File: src/rtl/core/sebs_pkg.sv
// Shared types and constants for the size-ordered subset enumerator.
// No dependencies; compiled first.
package sebs_pkg;

	localparam int unsigned MAX_WIDTH_DEF = 32;
	localparam int unsigned MASK_W        = 32;
	localparam int unsigned SIZE_W        = 6;

	localparam logic [1:0] OP_NEXT    = 2'd0;
	localparam logic [1:0] OP_LOAD    = 2'd1;
	localparam logic [1:0] OP_RESTART = 2'd2;

	localparam logic STATUS_OK  = 1'b0;
	localparam logic STATUS_END = 1'b1;

	typedef struct packed {
		logic [1:0]        op;
		logic [MASK_W-1:0] load_mask;
	} cmd_t;

	typedef struct packed {
		logic [MASK_W-1:0] subset_mask;
		logic              status;
	} result_t;

	typedef logic [SIZE_W-1:0] width_cfg_t;

endpackage

File: src/rtl/core/sebs_chan_if.sv
// Valid/ready channel carrying one payload of type T.
// Used by the subset enumerator for command, result and configuration.
interface sebs_chan_if #(
	parameter type T = logic
);
	logic valid;
	logic ready;
	T     data;

	modport source (output valid, output data, input ready);
	modport sink   (input valid, input data, output ready);
endinterface

File: src/rtl/core/subset_enumerator_by_size.sv
// Size-ordered subset enumerator: top level.
// Depends on sebs_pkg and sebs_chan_if.

// Steps through the subsets of a set_width-bit set, by size and then by the
// next-combination rule; load and restart items set the state directly. One
// item is taken every clock cycle while the result is not stalled, and its
// result passes from the input register to the result register. The cycle is
// set by the next-combination path: two 32-bit adds, a lowest-bit encode and a
// barrel shift between the input register and the state/result registers. The
// width register is written through cfg, which is always ready.
module subset_enumerator_by_size
	import sebs_pkg::*;
#(
	parameter int unsigned MAX_WIDTH = MAX_WIDTH_DEF
) (
	input  logic                              clk,
	input  logic                              arst_n,
	sebs_chan_if.sink                         cfg,
	sebs_chan_if.sink                         cmd,
	sebs_chan_if.source                       result
);

	localparam logic [SIZE_W-1:0] WMAX     = SIZE_W'(MAX_WIDTH);
	localparam logic [SIZE_W-1:0] SIZE_SAT = '1;

	logic [SIZE_W-1:0] width_q;
	logic [MASK_W-1:0] cur_q;
	logic [SIZE_W-1:0] size_q;

	logic              s1_valid;
	cmd_t              cmd_s1;
	logic              out_valid_q;
	result_t           out_q;

	logic              advance;

	assign advance      = s1_valid && (!out_valid_q || result.ready);
	assign cmd.ready    = !s1_valid || advance;
	assign cfg.ready    = 1'b1;
	assign result.valid = out_valid_q;
	assign result.data  = out_q;

	// effective width and its mask
	logic [SIZE_W-1:0] w_eff;
	logic [MASK_W-1:0] low_mask;

	assign w_eff = (width_q > WMAX) ? WMAX : width_q;

	function automatic logic [MASK_W-1:0] low_ones(input logic [SIZE_W-1:0] n);
		logic [MASK_W-1:0] r;
		r = '0;
		for (int i = 0; i < MASK_W; i++) begin
			r[i] = (SIZE_W'(i) < n);
		end
		return r;
	endfunction

	assign low_mask = low_ones(w_eff);

	// next combination within the low w_eff bits
	logic [MASK_W-1:0] mw;
	logic [MASK_W-1:0] lowest;
	logic [MASK_W:0]   ripple;
	logic [MASK_W-1:0] pbit;
	logic [MASK_W:0]   moved;
	logic [4:0]        tz;
	logic              found;
	logic [MASK_W-1:0] packed_ones;
	logic [MASK_W-1:0] next_comb;

	assign mw     = cur_q & low_mask;
	assign lowest = mw & (~mw + MASK_W'(1));
	assign ripple = {1'b0, mw} + {1'b0, lowest};
	assign pbit   = ripple[MASK_W-1:0] & ~mw;
	assign found  = |(pbit & low_mask);
	assign moved  = ripple ^ {1'b0, mw};

	// encode the one-hot lowest bit
	always_comb begin
		tz = '0;
		for (int b = 0; b < 5; b++) begin
			for (int i = 0; i < MASK_W; i++) begin
				if (((i >> b) & 1) == 1) begin
					tz[b] = tz[b] | lowest[i];
				end
			end
		end
	end

	// the run's remaining ones, repacked at the bottom
	assign packed_ones = MASK_W'((moved >> 2) >> tz);
	assign next_comb   = (cur_q & ~low_mask) | ripple[MASK_W-1:0] | packed_ones;

	// population count for loads, summed as a tree
	logic [MASK_W-1:0] load_kept;
	logic [SIZE_W-1:0] load_cnt;
	logic [2:0]        nib_cnt [8];
	logic [3:0]        byte_cnt [4];
	logic [4:0]        half_cnt [2];

	assign load_kept = cmd_s1.load_mask & low_mask;

	always_comb begin
		for (int g = 0; g < 8; g++) begin
			nib_cnt[g] = 3'(load_kept[4*g]) + 3'(load_kept[4*g+1])
				+ 3'(load_kept[4*g+2]) + 3'(load_kept[4*g+3]);
		end
		for (int g = 0; g < 4; g++) begin
			byte_cnt[g] = 4'(nib_cnt[2*g]) + 4'(nib_cnt[2*g+1]);
		end
		for (int g = 0; g < 2; g++) begin
			half_cnt[g] = 5'(byte_cnt[2*g]) + 5'(byte_cnt[2*g+1]);
		end
		load_cnt = SIZE_W'(half_cnt[0]) + SIZE_W'(half_cnt[1]);
	end

	// state update for the item in the input register
	logic [MASK_W-1:0] cur_d;
	logic [SIZE_W-1:0] size_d;
	logic [SIZE_W-1:0] size_inc;
	logic              status_d;

	assign size_inc = (size_q == SIZE_SAT) ? size_q : size_q + SIZE_W'(1);

	always_comb begin
		cur_d    = cur_q;
		size_d   = size_q;
		status_d = STATUS_OK;
		unique case (cmd_s1.op)
			OP_NEXT: begin
				if (found) begin
					cur_d = next_comb;
				end else begin
					size_d = size_inc;
					if (size_inc > w_eff) begin
						cur_d    = '0;
						status_d = STATUS_END;
					end else begin
						cur_d = low_ones(size_inc);
					end
				end
			end
			OP_LOAD: begin
				cur_d  = load_kept;
				size_d = load_cnt;
			end
			OP_RESTART: begin
				cur_d  = '0;
				size_d = '0;
			end
			default: begin
				// unused code: hold state, report current mask
			end
		endcase
	end

	always_ff @(posedge clk or negedge arst_n) begin
		if (!arst_n) begin
			width_q     <= '0;
			cur_q       <= '0;
			size_q      <= '0;
			s1_valid    <= 1'b0;
			out_valid_q <= 1'b0;
		end else begin
			if (cfg.valid) begin
				width_q <= cfg.data;
			end
			if (cmd.ready) begin
				s1_valid <= cmd.valid;
			end
			if (advance) begin
				cur_q       <= cur_d;
				size_q      <= size_d;
				out_valid_q <= 1'b1;
			end else if (result.ready) begin
				out_valid_q <= 1'b0;
			end
		end
	end

	always_ff @(posedge clk) begin
		if (cmd.valid && cmd.ready) begin
			cmd_s1 <= cmd.data;
		end
		if (advance) begin
			out_q.subset_mask <= cur_d;
			out_q.status      <= status_d;
		end
	end

	// an end report always carries the empty mask
	a_end_mask_zero: assert property (@(posedge clk) disable iff (!arst_n)
		out_valid_q && out_q.status |-> out_q.subset_mask == '0)
		else $error("end status with nonzero mask");

	// a held item in the input register is never dropped
	a_s1_hold: assert property (@(posedge clk) disable iff (!arst_n)
		s1_valid && !advance |=> s1_valid && $stable(cmd_s1))
		else $error("stalled item lost from input register");

	// restart clears the state
	a_restart_clear: assert property (@(posedge clk) disable iff (!arst_n)
		advance && cmd_s1.op == OP_RESTART |=> cur_q == '0 && size_q == '0)
		else $error("restart did not clear state");

	// the result mask tracks the stored subset when the result is written
	a_out_tracks_state: assert property (@(posedge clk) disable iff (!arst_n)
		advance |=> out_q.subset_mask == cur_q)
		else $error("result mask differs from stored subset");

endmodule
File: src/flat_wrapper.sv
// flat-port wrapper written by rule: the top's interface ports become plain ports
module subset_enumerator_by_size_flat import sebs_pkg::*;
#(
	parameter int unsigned MAX_WIDTH = MAX_WIDTH_DEF
)
  (clk, arst_n, cfg_valid, cfg_data, cfg_ready, cmd_valid, cmd_data, cmd_ready, result_valid, result_data, result_ready);
  sebs_chan_if cfg_i ();
  sebs_chan_if cmd_i ();
  sebs_chan_if result_i ();
  input  logic clk;
  input  logic arst_n;
  input wire logic [$bits(cfg_i.valid)-1:0] cfg_valid;
  input wire logic [$bits(cfg_i.data)-1:0] cfg_data;
  output wire logic [$bits(cfg_i.ready)-1:0] cfg_ready;
  input wire logic [$bits(cmd_i.valid)-1:0] cmd_valid;
  input wire logic [$bits(cmd_i.data)-1:0] cmd_data;
  output wire logic [$bits(cmd_i.ready)-1:0] cmd_ready;
  output wire logic [$bits(result_i.valid)-1:0] result_valid;
  output wire logic [$bits(result_i.data)-1:0] result_data;
  input wire logic [$bits(result_i.ready)-1:0] result_ready;
  assign cfg_i.valid = cfg_valid;
  assign cfg_i.data = cfg_data;
  assign cfg_ready = cfg_i.ready;
  assign cmd_i.valid = cmd_valid;
  assign cmd_i.data = cmd_data;
  assign cmd_ready = cmd_i.ready;
  assign result_valid = result_i.valid;
  assign result_data = result_i.data;
  assign result_i.ready = result_ready;
  subset_enumerator_by_size #(.MAX_WIDTH(MAX_WIDTH)) u_core (.clk(clk), .arst_n(arst_n), .cfg(cfg_i), .cmd(cmd_i), .result(result_i));
endmodule
File: config.mk
export PLATFORM = sky130hd
export DESIGN_NAME = subset_enumerator_by_size_flat
export DESIGN_NICKNAME = d
export VERILOG_FILES = /design/src/rtl/core/sebs_pkg.sv /design/src/rtl/core/sebs_chan_if.sv /design/src/rtl/core/subset_enumerator_by_size.sv /design/src/flat_wrapper.sv
export SDC_FILE = /design/constraint.sdc
export NUM_CORES = 1
export LEC_CHECK = 0
export BUFFER_PORTS_ARGS = -buffer_cell sky130_fd_sc_hd__buf_2
export CAP_MARGIN = 10
export CORE_ASPECT_RATIO = 1.25
export CORE_MARGIN = 1.5
export CORE_UTILIZATION = 31
export CTS_BUF_LIST = sky130_fd_sc_hd__clkbuf_8
export CTS_CLUSTER_SIZE = 24
export DETAILED_ROUTE_END_ITERATION = 10
export PLACE_DENSITY = 0.48
export SYNTH_ARGS = -nofsm -noshare
export SYNTH_HDL_FRONTEND = slang
export SYNTH_SLANG_ARGS = --single-unit
export TNS_END_PERCENT = 5
File: constraint.sdc
create_clock -name clk -period 4.68 [get_ports clk]
set_input_delay 0.468 -clock clk [delete_from_list [all_inputs] [get_ports clk]]
set_output_delay 0.468 -clock clk [all_outputs]
set_load 0.02 [all_outputs]
==> Word-level counts from Yosys, hierarchy flattened <==
Cells that the tools add are included.
W data, S select, Z words.
{ "classes": {"muxes": 8, "n_shift": 1, "magnitude_cmp": 66, "reduce_logical": 8, "n_addsub": 3, "n_eq_ne": 1, "bitwise_logic": 86} }
{ "op_table": {"columns": ["cell", "n"], "rows": [
  ["$lt A5 B6 Y1 const A", 32],
  ["$and A32 B32 Y32", 5],
  ["$lt A4 B6 Y1 const A", 16],
  ["$or A1 B1 Y1", 75],
  ["$mux W32", 2],
  ["$not A32 Y32", 2],
  ["$or A32 B32 Y32", 2],
  ["$lt A3 B6 Y1 const A", 8],
  ["$add A32 B32 Y33", 1],
  ["$xor A33 B32 Y33", 1],
  ["$add A32 B1 Y32 const B", 1],
  ["$reduce_or A32 Y1", 1],
  ["$shr A31 B5 Y32", 1],
  ["$lt A1 B6 Y1 const A", 4],
  ["$lt A2 B6 Y1 const A", 4],
  ["$mux W6", 3],
  ["$add A6 B1 Y6 const B", 1],
  ["$eq A6 B6 Y1 const B", 1],
  ["$gt A1 B6 Y1 const B", 1],
  ["$gt A6 B6 Y1", 1],
  ["$mux W1", 3],
  ["$logic_not A1 Y1", 2],
  ["$logic_or A1 B1 Y1", 2],
  ["$reduce_and A2 Y1", 1],
  ["other kinds (3)", 3]
]} }
{ "totals": {"ff_bits": 42, "input_bits": 7, "word_cells": 179, "out_inout_bits": 4} }

==> Logic depth before layout (Yosys ltp) <==
Gate-level depths: netlist of run 1.
{ "logic_depth": {"depth_word": 25, "ltp_mapped": 8, "ltp_nobuf": 8} }

==> Worst setup path after synthesis of run 1 <==
No wires, ideal clock.
{ "synth_path": {"path_type": "reg-to-reg", "from": "reg u_core.size_q[0]", "to": "reg u_core.out_q (netlist bit u_core.result.data) (data pin)", "path_slack_ns": 2.808, "synth_period_minus_slack_ns": 1.872, "t_arrival_ns": 1.605, "path_buffers": 0, "setup_time_ns": 0.266, "required_time_ns": 4.414, "path_stages_with_launch": 9, "cell_sequence": "dfrtp_1 ha_1 nand2_1 nor2_1 xor2_1 ha_1 nor2_1 a211oi_1 o31ai_1"} }
{ "synth_between": {"elab_chain_cells": 4, "elab_cells_between_ends": 5, "classes_between": "add/sub (1); order compare (1); eq/ne (1); mux (2)"} }
{ "synth_rtl": {"columns": ["item", "line_no", "source"], "rows": [
  ["start: declaration", "subset_enumerator_by_size.sv:28", "logic [SIZE_W-1:0] size_q;"],
  ["start signal: assignment", "subset_enumerator_by_size.sv:173", "size_q <= size_d;"],
  ["$add A6 B1 Y6 or $eq A6 B6 Y1 (tied branches)", "subset_enumerator_by_size.sv:123", "assign size_inc = (size_q == SIZE_SAT) ? size_q : size_q + SIZE_W'(1);"],
  ["$mux W6 *", "subset_enumerator_by_size.sv:123", null],
  ["$gt A6 B6 Y1 *", "subset_enumerator_by_size.sv:135", "if (size_inc > w_eff) begin"],
  ["$mux W1 *", "subset_enumerator_by_size.sv:135", null],
  ["end: declaration", "subset_enumerator_by_size.sv:33", "result_t out_q;"]
]} }
Every way passes the cells marked *; elsewhere a longest branch is shown, timed or not.
A chain may end at the register's enable or synchronous reset.

==> Worst setup path after layout of run 1 <==
Ends and elaborated chain as after synthesis.

==> results of run 1 <==
## state kept, by name, summed over array words and instances (netlist names)
name / count
u_core.result.valid: 1
u_core.result.data: 1
u_core.size_q: 6
u_core.width_q: 1
u_core.s1_valid: 1
## layer usage
metal,GRT usage (%),part of all wire (%),routed length (um),vias to the layer above
li1,-,-,-,215
met1,14.84,46,486,198
met2,16.15,48,506,7
met3,3.982,3.4,36,4
met4,11.67,2.9,31,0
met5,0,0,0,-
## power by group through the flow
stage / clock network (W) / logic [W] / registers, W
2_1_floorplan: 0 / 0.000106 / 0.000151
4_1_cts: 0.0000916 / 0.000130 / 0.000161
3_3_place_gp: 0 / 0.000127 / 0.000161
6_report: 0.0000910 / 0.000129 / 0.000162
5_1_grt: 0.0000966 / 0.000148 / 0.000168
3_5_place_dp: 0 / 0.000130 / 0.000162
## cells by family (layout without fill, tap and decap cells)
| group | after synthesis | count (layout) | synth area share (%) |
|---|---|---|---|
| muxes | 3 | 3 | 6.013 |
| buffers and inverters | 3 | 12 | 3.119 |
| and+or+nand+nor | 21 | 21 | 22.28 |
| xor gates and xnor gates | 2 | 2 | 3.119 |
| DFF | 10 | 10 | 45.44 |
| adders and majority gates | 2 | 2 | 4.454 |
| other | 1 | 1 | 0.6675 |
| AOI/OAI and AO/OA | 11 | 11 | 14.92 |
## cells in the mapped netlist (all sizes together)
cell / count
or3: 1
xor2: 1
o211ai: 1
and2: 3
and3: 2
nor2b: 1
nand2b: 4
ha: 2
mux2: 3
o31ai: 1
nand3b: 1
dfrtp: 9
buf: 3
xnor2: 1
conb: 1
a2111oi: 1
nand4: 1
edfxtp: 1
nand2: 2
nor2: 2
a211oi: 1
nand3: 2
nor4: 1
a31oi: 5
o2111a: 1
nor3: 1
a21oi: 1
## final cells by class
| cell class | instances | area share [%] |
|---|---|---|
| clock buffers | 3 | 6.322 |
| well taps | 19 | 3.640 |
| repair buffers | 8 | 6.130 |
| flip-flops and latches | 10 | 39.08 |
| multi-input cells | 40 | 44.25 |
| clock inverters | 1 | 0.5747 |
## per-stage QoR
step	instance area (um^2)	cells	setup WS [ps]	hold slack (ps)	utilization (%)
global route	653.1	81	2411	86.48	37.45
CTS	653.1	81	2613	82.27	37.45
finish	653.1	81	2622	78.13	37.45
detailed placement	608.1	77	2616	335.1	34.86
global placement	608.1	77	2598	339.8	34.86
floorplan	561.8	53	2808	172.4	-
## critical path: stages (launching register included)
cell	delay, ps
dfrtp_1	430
ha_1	330
nand2_1	180
nor2_1	150
xor2_1	80
ha_1	280
nor2_1	40
a211oi_1	200
o31ai_1	100
## cell usage in the layout (no fill, tap or decap), types with 2 or more instances in the layout
cell type | synthesis | final
a31oi_1 | 5 | 5
and2_1 | 3 | 3
buf_2 | 2 | 8
clkbuf_8 | 0 | 3
dfrtp_1 | 9 | 9
ha_1 | 2 | 2
mux2_2 | 2 | 2
nand2_1 | 2 | 2
nand2b_1 | 4 | 4
nor2_1 | 2 | 2
## worst paths after layout
check                                                    from                            end  slack, ps  cells past startpoint
worst max-delay path             u_core.size_q[0]$_DFFE_PN0P_   u_core.result.data$_DFFE_PP_       2620                      8
worst max register to register   u_core.size_q[0]$_DFFE_PN0P_   u_core.result.data$_DFFE_PP_       2620                      8
worst min-delay path                                   arst_n   u_core.size_q[2]$_DFFE_PN0P_         80                      1
min in group clk                                    cmd_valid    u_core.s1_valid$_DFFE_PN0P_        420                      2
max in group asynchronous                              arst_n    u_core.s1_valid$_DFFE_PN0P_       4420                      1
worst min register to register  u_core.width_q[0]$_DFFE_PN0P_  u_core.width_q[0]$_DFFE_PN0P_        510                      1
==> run metrics, run 1 <==
via count=424; Core ar.=0.001744 mm^2; share of layout cells above drive strength 1=25.81%; htree depth=1; clock buffer depth=2; Lkg Pwr=0.2715 nW; initial DRC count=8; logic gate share of total power=33.8%; post-CTS resize count=0; HPWL Detailed=747.1 um; cell area after synthesis=561.8 um^2; Post-CTS Setup Inserts=0; Pwr Total=0.0003817 W; DR WL/cell=13.10 um; crit path max fanout=8; clk sinks=10; diode count=0; worst min path class=in -> async; Fin Clk Skew=0.2039 ps; Net Count, Synth=62; min Tclk post-route=2058 ps; Yosys top cell by area=dfrtp_1; Final Cycle Share=43.97%; fillcell total=181; Vias/cell=5.235; critical path class=reg -> reg; pin count of the biggest net entering global routing=10; Area Overhead vs Synth=16.26%; synth warn=0; power per cell area=584.5 mW/mm^2; sequential share of power=42.4%; drt total wl=1061 um; final net count=72; gr ovfl total=0; antenna violations before repair=0; Worst Setup End Kind=flip-flop; fin. max-slew vios=0; row cnt=17; setup_tns=0 ps; Required @ worst endpoint=4650 ps; worst ir drop on vdd=0.1866 mV; initial core utilization=32.21%; Boundary Pins=11; Sequential Area=255.2 um^2; Detailed Routing Iterations Pass 1=3; crit path DAT=2030 ps; Cell Int Power=0.0002375 W; Clock power frac=23.8%; max_cap viols=0; Die H=50.60 um; RSZ-0062 raised after global routing=false; Syn Inst Count=53; hold buffers post-CTS=0; Synth cell types=31; syn avg cell area=10.60 um^2; clk slew on worst S/H paths=50 ps; first-pass GRT wire length=1635 um; clk_lat worst skew=230 ps; vias in the first global route=356; antenna viol nets, final=0; CTS tree=built; register area share after synthesis=45.43%; Root Buffer Master=clkbuf_8; count of input and output buffers=8; sw frac=37.77%; GPL Wtd Cong=0.7366; startpoint types=flip-flop; TritonCTS Buffers=3; outcome=finished, final reports clean; top-area cell type share of the netlist area=40.09%; Seq cells post-synth=10; Die Area=0.002078 mm^2; area of the multi-input gates=289.0 um^2; GRT Total Usage=12.35%; net switching power=0.0001442 W; Fin. Hold Viols=0; Final Setup Violations=0; largest cells by area after synthesis=dfrtp_1 (40%), a31oi_1 (5.6%), edfxtp_1 (5.3%), ha_1 (4.5%), nand2b_1 (4.5%); DR DRC count=0; fmax=485.9 MHz; Die X=41.08 um
(Power assumes the default switching activity.)
==> inputs of run 2 (changes only) <==
==> constraint.sdc (replaced) <==
create_clock -name clk -period 1.98 [get_ports clk]
set_input_delay 0.198 -clock clk [delete_from_list [all_inputs] [get_ports clk]]
set_output_delay 0.198 -clock clk [all_outputs]
set_load 0.02 [all_outputs]
==> run 2 against run 1 <==
Net effect: combinational power rose to 2.8 times the previous value; largest cell class unchanged; maximum frequency up 17%; critical path type unchanged; highest routed layer unchanged; total power rose to 2.6 times the previous value.
==> run metrics, run 2 (synthesized netlist as in run 1, its figures left out) <==
Lkg Pwr=0.2960 nW (was 0.2715 nW); Root Buffer Master=clkbuf_8 (unchanged); antenna viol nets, final=0 (unchanged); Hold Crit Depth=2; setup_tns=0 ps (unchanged); clk sinks=10 (unchanged); commonest non-fill, non-tap cell in the layout=dfrtp_1 (unchanged); Vias/cell=5.326 (was 5.235); final net count=77 (was 72); met1 Use GR=15.62% (was 14.84%); sw frac=34.89% (was 37.77%); Final Cycle Share=88.58% (was 43.97%); Biggest register=u_core.size_q (unchanged); Hold EP=u_core.s1_valid$_DFFE_PN0P_; Die H=50.60 um (unchanged); TritonCTS Buffers=3 (unchanged); row cnt=17 (unchanged); max_cap viols=0 (unchanged); via count=458 (was 424); Area Overhead vs Synth=25.17% (was 16.26%); Fin Clk Skew=2.666 ps (was 0.2039 ps); grt peak-use layer=met2 (unchanged); CTS tree=built (unchanged); Clock power frac=26.1% (was 23.8%); power per cell area=1402 mW/mm^2 (was 584.5 mW/mm^2); worst min path class=in -> reg (was in -> async); diode count=0 (unchanged); count of input and output buffers=8 (unchanged); Post-CTS Setup Inserts=0 (unchanged); Worst Setup End Kind=flip-flop (unchanged); outcome=finished, final reports clean (unchanged); min Tclk post-route=1754 ps (was 2058 ps); Detailed Routing Iterations Pass 1=4 (was 3); critical path class=reg -> reg (unchanged); antenna violations before repair=0 (unchanged); clk slew on worst S/H paths=50 ps (about the same); slowest CP cell=dfrtp_1 (unchanged); fin. max-slew vios=0 (unchanged); CP Cell Sequence=ha_1 > nand2_1 > nor2_1 > xor2_1 > ha_1 > nor2_1 > a211oi_1 > o31ai_1 (unchanged); met2 global-route usage=16.67% (was 16.15%); fillcell total=179 (was 181); crit path max fanout=4 (was 8); net switching power=0.0003440 W (was 0.0001442 W); Cell Int Power=0.0006419 W (was 0.0002375 W); GRT Total Usage=12.26% (was 12.35%); pin count of the biggest net entering global routing=10 (unchanged); Fin. Hold Viols=0 (unchanged); reg2reg end=u_core.result.data$_DFFE_PP_ (unchanged); Crit path largest cell delay=400 ps (was 430 ps); logic gate share of total power=36.7% (was 33.8%); htree depth=1 (unchanged); worst ir drop on vdd=0.5221 mV (was 0.1866 mV); gr ovfl total=0 (unchanged); Die Area=0.002078 mm^2 (unchanged); clock buffer depth=2 (unchanged); share of layout cells above drive strength 1=31.34% (was 25.81%); HPWL Detailed=776.3 um (was 747.1 um); sequential share of power=37.2% (was 42.4%); FF-to-FF setup slack=230 ps (was 2620 ps); most frequent cells in the layout=dfrtp_1 (9), buf_2 (8), a31oi_1 (5) (was dfrtp_1 (9), buf_2 (8), a31oi_1 (5), nand2b_1 (4)); max reg flops=6 (unchanged); Boundary Pins=11 (unchanged); DR WL/cell=11.72 um (was 13.10 um); first-pass GRT wire length=1697 um (was 1635 um); worst r2r src=u_core.size_q[1]$_DFFE_PN0P_ (was u_core.size_q[0]$_DFFE_PN0P_); RSZ-0062 raised after global routing=false (unchanged); hold buffers post-CTS=1 (was 0); grt met3 use=2.655% (was 3.982%); GPL Wtd Cong=0.7429 (was 0.7366); crit path DAT=1730 ps (was 2030 ps); Core ar.=0.001744 mm^2 (unchanged); drt total wl=1008 um (was 1061 um); Final Setup Violations=0 (unchanged); min-delay src=cmd_valid; Die X=41.08 um (unchanged); post-CTS resize count=0 (unchanged); initial DRC count=3 (was 8); clk_lat worst skew=240 ps (was 230 ps); DR DRC count=0 (unchanged); Pwr Total=0.0009859 W (was 0.0003817 W); Required @ worst endpoint=1960 ps (was 4650 ps); startpoint types=flip-flop (unchanged); initial core utilization=32.21% (unchanged); fmax=570.2 MHz (was 485.9 MHz); worst r2r path cells=8 (unchanged); vias in the first global route=400 (was 356)
-- run 2: cell types whose count changed in the layout (fill, tap and decap cells not counted), sizes merged --
cell | previous run | this run
buf | 8 | 12
clkbuf | 3 | 4
dlygate4sd3 | 0 | 1
inv | 1 | 0
-- run 2: worst max-delay path by stage --
stage | slack [ps] | cells past startpoint | endpoint | start
finish | 230 | 8 | u_core.result.data$_DFFE_PP_ | u_core.size_q[1]$_DFFE_PN0P_
global route | 60 | 8 | u_core.result.data$_DFFE_PP_ | u_core.size_q[1]$_DFFE_PN0P_
CTS | 200 | 8 | u_core.result.data$_DFFE_PP_ | u_core.size_q[1]$_DFFE_PN0P_
detailed placement | 210 | 8 | u_core.result.data$_DFFE_PP_ | u_core.size_q[1]$_DFFE_PN0P_
global placement | 200 | 8 | u_core.result.data$_DFFE_PP_ | u_core.size_q[1]$_DFFE_PN0P_
floorplan | 110 | 8 | u_core.result.data$_DFFE_PP_ | u_core.size_q[0]$_DFFE_PN0P_
-- run 2: critical path, delay by kind of cell (launching register included) --
| kind | cells | cell delay [ps] |
|---|---|---|
| AOI/OAI and AO/OA | 2 | 310 |
| xor gates and xnor gates | 1 | 140 |
| adders and majority gates | 2 | 480 |
| DFF | 1 | 400 |
| and+or+nand+nor | 3 | 170 |
-- run 2: power by group through the flow --
stage               clock network (W)  logic [W]  registers (W)
floorplan                           0   0.000250       0.000357
global placement                    0   0.000363       0.000371
detailed placement                  0   0.000365       0.000370
CTS                          0.000268   0.000368       0.000366
global route                 0.000278   0.000414       0.000380
finish                       0.000258   0.000361       0.000367
-- run 2: cell type report --
class                      instances  area (um^2)  area share, %
timing repair buffer              13        80.08          11.39
clock buffer                       4        55.05          7.829
tap                               19        23.77          3.381
sequential                        10        255.2          36.30
multi-input combinational         40        289.0          41.10
-- run 2: metal layers --
metal | routed length (um) | up-vias
met1 | 436 | 220
li1 | - | 225
met4 | 30 | 0
met2 | 500 | 9
met5 | 0 | -
met3 | 39 | 4
-- run 2: through the flow --
step,utilization (%),hold WS (ps),cell area (um^2),std cells,worst slack (ps)
floorplan,-,-97.59,561.8,53,108.3
global placement,36.59,70.05,638.1,81,204.5
detailed placement,36.59,66.85,638.1,81,209.5
CTS,40.32,142.0,703.2,86,204.5
global route,40.32,144.5,703.2,86,58.71
finish,40.32,145.2,703.2,86,226.2
